## src/hdl/median_noise_floor_estimator_assert.svh

```systemverilog
// Assertion helpers used by the top-level RTL.
`ifndef MEDIAN_NOISE_FLOOR_ESTIMATOR_ASSERT_SVH
`define MEDIAN_NOISE_FLOOR_ESTIMATOR_ASSERT_SVH

// Same-cycle implication, gated off during reset.
`define MNFE_ASSERT_IMP(lbl, clk, rst_n, ante, cons, msg) \
    lbl: assert property (@(posedge clk) disable iff (!rst_n) (ante) |-> (cons)) \
        else $error(msg);

// Next-cycle implication, gated off during reset.
`define MNFE_ASSERT_NXT(lbl, clk, rst_n, ante, cons, msg) \
    lbl: assert property (@(posedge clk) disable iff (!rst_n) (ante) |=> (cons)) \
        else $error(msg);

`endif

```

## src/hdl/mnfe_pkg.sv

```systemverilog
package mnfe_pkg;

    localparam int HALF_SPECTRUM_BINS_DEF = 1024;
    localparam int HARMONIC_ORDERS_DEF    = 10;
    localparam int SAMPLE_CAPACITY_DEF    = 64;
    localparam int MAGNITUDE_BITS_DEF     = 24;

    localparam int BIN_W       = 10;
    localparam int STORE_DEPTH = 1024;
    localparam int MAG_W       = 24;
    localparam int CNT_W       = 7;
    localparam int CFG_IDX_W   = 1;
    localparam int CFG_W       = 10;
    // scan position: bins up to 1023 plus one stride step
    localparam int SCAN_W      = 11;

    localparam int GUARD_RADIUS      = 4;
    localparam int OUTER_RADIUS      = 32;
    localparam int MIN_LOCAL_SAMPLES = 8;

    localparam logic [CFG_IDX_W-1:0] CFG_FIRST_BIN = 1'b0;
    localparam logic [CFG_IDX_W-1:0] CFG_LAST_BIN  = 1'b1;

    typedef enum logic {
        OP_WRITE = 1'b0,
        OP_QUERY = 1'b1
    } t_op;

    typedef struct packed {
        t_op               operation;
        logic [BIN_W-1:0]  write_bin;
        logic [MAG_W-1:0]  magnitude;
        logic [BIN_W-1:0]  centre_bin;
        logic [BIN_W-1:0]  fundamental_index;
    } t_in;

    typedef struct packed {
        logic [MAG_W-1:0]  floor_mag;
        logic [CNT_W-1:0]  samples_used;
        logic              used_fallback;
    } t_out;

    typedef enum logic [3:0] {
        ST_IDLE,
        ST_HARM,
        ST_LOCAL,
        ST_LDRAIN,
        ST_DIV,
        ST_FALL,
        ST_FDRAIN,
        ST_MED,
        ST_OUT
    } t_state;

    typedef struct packed {
        logic clear;
        logic insert;
        logic shift;
    } t_sort_ctrl;

    typedef struct packed {
        logic load;
        logic step;
    } t_harm_ctrl;

endpackage

```

## src/hdl/mnfe_harm.sv

```systemverilog
module mnfe_harm #(
    parameter int HALF_SPECTRUM_BINS = mnfe_pkg::HALF_SPECTRUM_BINS_DEF,
    parameter int HARMONIC_ORDERS    = mnfe_pkg::HARMONIC_ORDERS_DEF
) (
    input  logic                        i_clk,
    input  logic                        i_rst_n,
    input  mnfe_pkg::t_harm_ctrl        i_ctrl,
    input  logic [mnfe_pkg::BIN_W-1:0]  i_fund,
    input  logic [mnfe_pkg::SCAN_W-1:0] i_bin,
    output logic                        o_done,
    output logic                        o_guard
);

    localparam int KW = $clog2(HARMONIC_ORDERS + 1);
    localparam int IW = $clog2(HARMONIC_ORDERS);
    localparam int AW = mnfe_pkg::BIN_W + KW;
    localparam int DW = ((AW > mnfe_pkg::SCAN_W) ? AW : mnfe_pkg::SCAN_W) + 1;

    logic [mnfe_pkg::BIN_W-1:0] r_fund;
    logic [AW-1:0]              r_acc;
    logic [KW-1:0]              r_k;
    logic [AW-1:0]              r_h  [HARMONIC_ORDERS];
    logic [HARMONIC_ORDERS-1:0] r_hv;

    // build the harmonic table one order per cycle
    always_ff @(posedge i_clk) begin
        if (!i_rst_n) begin
            r_k <= KW'(HARMONIC_ORDERS);
        end else if (i_ctrl.load) begin
            r_k <= '0;
        end else if (i_ctrl.step && !o_done) begin
            r_k <= r_k + KW'(1);
        end
        if (i_ctrl.load) begin
            r_fund <= i_fund;
            r_acc  <= AW'(i_fund);
        end else if (i_ctrl.step && !o_done) begin
            r_h[r_k[IW-1:0]]  <= r_acc;
            r_hv[r_k[IW-1:0]] <= (32'(r_acc) < 32'(HALF_SPECTRUM_BINS));
            r_acc             <= r_acc + AW'(r_fund);
        end
    end

    assign o_done = (r_k == KW'(HARMONIC_ORDERS));

    always_comb begin
        logic [DW-1:0] b;
        logic [DW-1:0] h;
        logic [DW-1:0] d;
        o_guard = 1'b0;
        b = DW'(i_bin);
        for (int k = 0; k < HARMONIC_ORDERS; k++) begin
            h = DW'(r_h[k]);
            d = (b > h) ? (b - h) : (h - b);
            if (r_hv[k] && (d <= DW'(mnfe_pkg::GUARD_RADIUS))) begin
                o_guard = 1'b1;
            end
        end
    end

endmodule

```

## config.mk

```make
export PLATFORM = sky130hd
export DESIGN_NAME = mnfe_harm
export DESIGN_NICKNAME = d
export VERILOG_FILES = /design/src/hdl/median_noise_floor_estimator_assert.svh /design/src/hdl/mnfe_pkg.sv /design/src/hdl/mnfe_harm.sv
export SDC_FILE = /design/constraint.sdc
export NUM_CORES = 1
export LEC_CHECK = 0
export ABC_AREA = 0
export BUFFER_PORTS_ARGS = -buffer_cell sky130_fd_sc_hd__buf_2
export CAP_MARGIN = 20
export CORE_MARGIN = 5
export CORE_UTILIZATION = 45
export DETAILED_ROUTE_END_ITERATION = 7
export SLEW_MARGIN = 20
export SYNTH_ARGS = -nofsm -noshare
export SYNTH_HDL_FRONTEND = slang
export SYNTH_SLANG_ARGS = --single-unit
```

## constraint.sdc

```tcl
create_clock -name i_clk -period 9.1 [get_ports i_clk]
set_input_delay 2.275 -clock i_clk [delete_from_list [all_inputs] [get_ports i_clk]]
set_output_delay 2.275 -clock i_clk [all_outputs]
set_load 0.02 [all_outputs]
```

-- After elaboration in Yosys (flattened, before gate mapping)
Memories as Yosys holds them, arrays and structs flattened.
Cells that the tools add are included.
- logic and storage cells: 101
- flip-flop bits (word level): 38
- RAM bits: 140
- memories kept: 1
- output and inout bits: 2
- input bits: 25
- equal/unequal tests: 1
- reductions and logical operators: 16
- multiplexer cells: 30
- order comparisons: 23
- add/sub/neg operators: 22
- bitwise gates (word level): 2
- memories (memory ; depth ; width ; rd ports ; clocked after Yosys merged registers in ; write ports ; RTL line ; source):
    r_h ; 10 ; 14 ; 10 ; 0 ; 1 ; mnfe_harm.sv:22 ; logic [AW-1:0] r_h [HARMONIC_ORDERS];
- operators with widths (cell ; number):
    $le 15x3->1 const B ; 10
    $mux 15 ; 10
    $sub 11x14->15 ; 10
    $sub 14x11->15 ; 10
    $gt 11x14->1 ; 10
    $mux 10 ; 2
    $add 14x10->14 ; 1
    $lt 14x11->1 const B ; 1
    $mux 1 ; 14
    $logic_and 1x1->1 ; 12
    $bwmux 10 ; 1
    $mux 4 ; 2
    $lt 4x5->1 const B ; 1
    $add 4x1->4 const B ; 1
    $demux 1 s4 ; 1
    $eq 4x4->1 const B ; 1
    $ge 4x1->1 const B ; 1
    $not 1->1 ; 2
    $reduce_and 2->1 ; 1
    $reduce_bool 2->1 ; 1
    $reduce_or 2->1 ; 1
    $logic_not 1->1 ; 1

-- Logic depth before layout (Yosys ltp)
An unclocked memory read counts as a cell.
- depth in word-level cells: 15
- mapped depth: 15
- mapped depth without buffers: 14

-- Least setup slack after synthesis
Ideal clock, no wire load.
- kind: input-to-output
- start point: input port i_bin[1] (netlist name)
- end point: output port o_guard
- data arrival time: 5358 ps
- cell stages on the path: 13
- buffers on the path: 0
- data required time: 6825 ps
- slack: 1467 ps
- path through: inv_1 ha_1 nor2b_1 o21ai_1 nand2b_1 a2111o_1 a31o_1 a221oi_1 mux2_2 a2111o_1 a2111oi_2 a2111oi_2 nand2_1
- longest elaborated chain between the ends: 14
- elaborated cells on any way between the ends: 70
- classes of those cells: add/sub (20); order compare (20); mux (20); reduce/logical (10)
- ends and longest elaborated chain (element ; RTL line ; source):
    start, declared ; mnfe_harm.sv:9 ; input logic [mnfe_pkg::SCAN_W-1:0] i_bin,
    $sub 14x11->15, or another cell as far along ; mnfe_harm.sv:54 ; d = (b > h) ? (b - h) : (h - b);
    $mux 15 ; mnfe_harm.sv:54 ;
    $le 15x3->1 ; mnfe_harm.sv:55 ; if (r_hv[k] && (d <= DW'(mnfe_pkg::GUARD_RADIUS))) begin
    $logic_and 1x1->1 ; mnfe_harm.sv:55 ;
    $mux 1 (9 in a row) ; mnfe_harm.sv:55 ;
    $mux 1 (*) ; mnfe_harm.sv:55 ;
    end, declared ; mnfe_harm.sv:11 ; output logic o_guard
Every way passes the cells marked *; elsewhere a longest branch is shown, timed or not.

-- Worst setup path after layout
- start point: input port i_bin[2] (netlist name)
- end point: output port o_guard
The elaborated chain is that of the path after synthesis.

==> impl_metrics.ini <==
[min_path]
hold_path.class = register to register

[timing]
setup_viol = 0
max_clock_freq_mhz = 113.5
finalClockSkew_ps = 11.53
hold_viol = 0
worst_slew_pin_slew_ps = 1019
fin_crit_ps = 8813
slew_headroom = 0.3196
tns_ps = 0
drv_slew = 0
rsz0062_at_grt = false
period_share = 0.9684

[setup_path]
cp_top_family = compound AO/OA/AOI/OAI gates
slowest_delay_ps = 580
cp-start-kind = primary input
critical_path_required_ps = 6830
worstPathCellList = buf_2, inv_1, buf_4, ha_1, o21a_1, o31a_1, o31a_1, o21ai_2, mux2i_1, xor2_1, o2111ai_1, or4_1, o32ai_1, nor4_1, nand2_1, buf_2
cp.arrival_ps = 6540
end_kind = primary output
worstSetupPathType = primary input to primary output
cp_max_fo = 11
cp_slowest_cell = or4_1
timing.critical_path.buf_inv = 4

[run_status]
status = completed

[route]
wl_per_cell_um = 21.87
firstDrtPassIters = 8
final_antenna_net_count = 0
vias_per_cell = 6.001
vias = 13020
drc_errors = 0
drt_iter0_drc = 997
finalWirelength_um = 47460

[floorplan]
coreArea_um2 = 34630
initial_core_util = 0.4567
die_h_um = 197.5
dieWidth_um = 197.5
rows = 68
io-pin-count = 27
dieArea_um2 = 38990

[synth]
yosys.cell_types.count = 101
syn_area_per_cell_um2 = 9.539
async_reset_ff_frac = 0
synth_seq_area_share = 0.3329
syn_inst = 1658
yosysWarningCount = 0
synth-edff-count = 170
syn_nets = 1918
synth-main-ff-cell = edfxtp_1
syn-cell-area_um2 = 15820
ys_ff_latch = 178

[clock_network]
insertion_delay_ps = 460
clk_pin_slew_worst_paths_ps = 70
cts_setup_buffers = 0
cts-resized-gates = 0
clkSinkCount = 178
cts_buffers = 17
cts_root_buffer = clkbuf_16
cts_tree = yes
htree_num_levels = 4
clk_path_buf_depth = 2
cts_hold_buf = 0

[power_and_ir_drop]
leakage_nw = 7.382
p_sw_uw = 684.7
clockPowerShare = 0.342
p_int_mw = 1.548
pwr-share-seq = 0.457
comb_power_share = 0.201
ir_worst_vdd_mv = 0.1409
switching_share = 0.3066
power.total_mw = 2.233
p_per_area_nw_per_um2 = 129.3

[global_route]
grt_max_degree = 43
antenna_found_initial = 1
grt_pass1_vias = 12560
grt_pass1_wl_um = 71690
overflow = 0
use_met3 = 0.03804
track_usage = 0.2395
grt_use_met1 = 0.3266
gr-max-usage-layer = met2
grtUsageMet2 = 0.3939

[layout]
area_growth_pct = 9.201
final_common_cell = ha_1
postLayoutCoreUtil = 0.4987
instances_no_fill = 2170
drive_gt1_frac = 0.1015
diodes = 0
fillers = 3221
final_cell_mix = ha_1 (234), edfxtp_1 (170), inv_1 (167)
fin_nets = 1962

[placement]
numPortBuffers = 26
dpl.cell_count = 2138
place_hpwl_um = 33880
routabilityCongestion = 0.9484

[job]
maxCapViolCount = 0
-- per-layer routing --
metal | routed length [µm] | up-vias
met4 | 1123 | 0
met2 | 21800 | 416
met3 | 2849 | 55
met1 | 21680 | 6342
met5 | 0 | -
li1 | - | 6209
-- cell usage after synthesis (13+ instances only) --
master / number / area share
a211oi_1: 19 / 0.0090
a21o_1: 35 / 0.017
a21oi_1: 119 / 0.038
a31oi_1: 21 / 0.0083
and2_1: 19 / 0.0075
and3_1: 22 / 0.0087
buf_2: 26 / 0.0082
clkbuf_1: 13 / 0.0031
edfxtp_1: 170 / 0.32
ha_1: 234 / 0.19
inv_1: 167 / 0.040
mux2_2: 15 / 0.011
mux2i_1: 35 / 0.022
nand2_1: 95 / 0.023
nand2b_1: 16 / 0.0063
nand3_1: 24 / 0.0076
nand4_1: 18 / 0.0071
nor2_1: 71 / 0.017
nor2b_1: 32 / 0.013
nor3_1: 44 / 0.014
nor4_1: 14 / 0.0055
o21a_1: 23 / 0.011
o21ai_0: 92 / 0.029
o31ai_1: 13 / 0.0062
or2_2: 14 / 0.0055
or3_1: 14 / 0.0055
xnor2_1: 37 / 0.020
xor2_1: 40 / 0.022
-- worst paths after layout --
path	start	end	cells after the start	slack, ps
setup / recovery	i_bin[2]	o_guard	16	290
hold reg to reg	r_k[0]	r_k[0]	2	610
setup reg to reg	r_acc[0]	r_acc[12]	14	5550
hold / removal	r_k[0]	r_k[0]	2	610
-- kinds of logic (layout without fill, tap and decap cells) --
group                      Yosys count  in the layout  synth area share
AOI/OAI and AO/OA                  471            471            0.2031
xor gates and xnor gates            77             77           0.04264
adders and majority gates          235            235            0.1864
buffers and inverters              214            271           0.05570
DFF                                178            178            0.3329
muxes                               51             51           0.03378
and+or+nand+nor                    432            432            0.1455
-- sequential cells by signal (all words and copies together) (netlist names) --
name / flops
r_h: 140
r_acc: 14
r_fund: 10
r_hv: 10
r_k: 4
-- area by class of cell --
type | instances | area (µm²) | share of cell area
clock buffer | 21 | 470.5 | 0.02724
clock inverter | 11 | 125.1 | 0.007245
inverter | 167 | 626.9 | 0.03630
multi-input combinational | 1266 | 9726 | 0.5631
sequential | 178 | 5265 | 0.3049
tap | 455 | 569.3 | 0.03296
timing repair buffer | 72 | 488.0 | 0.02825
-- metrics by stage --
step                      area (µm²)  setup slack [ps]  hold slack (ps)
after floorplan                15820              1467            553.7
after global placement         16660             416.1            578.4
after detailed placement       16670             346.5            592.8
after CTS                      17270             322.2            610.9
after global routing           17270             144.2            661.1
final                          17270             287.2            612.4
-- power by group through the flow --
stage | logic (mW) | registers [mW] | clock network [mW]
floorplan | 0.308 | 0.983 | 0
global placement | 0.437 | 1.04 | 0
global route | 0.495 | 1.02 | 0.805
CTS | 0.446 | 1.02 | 0.773
detailed placement | 0.443 | 1.04 | 0
finish | 0.449 | 1.02 | 0.763
-- worst register-to-register path, stage by stage (launching register included) --
cell and delay, ps:
edfxtp_1 870, ha_1 300, inv_1 60, fa_1 390
nor2b_1 120, o21ai_0 100, a21boi_0 270, o21ai_0 150
a21boi_0 280, o21a_1 200, o21ai_0 90, a21oi_1 250
nand3_1 130, xor2_1 160, nor2_1 50
No activity file was read; power rests on OpenSTA's default activity.
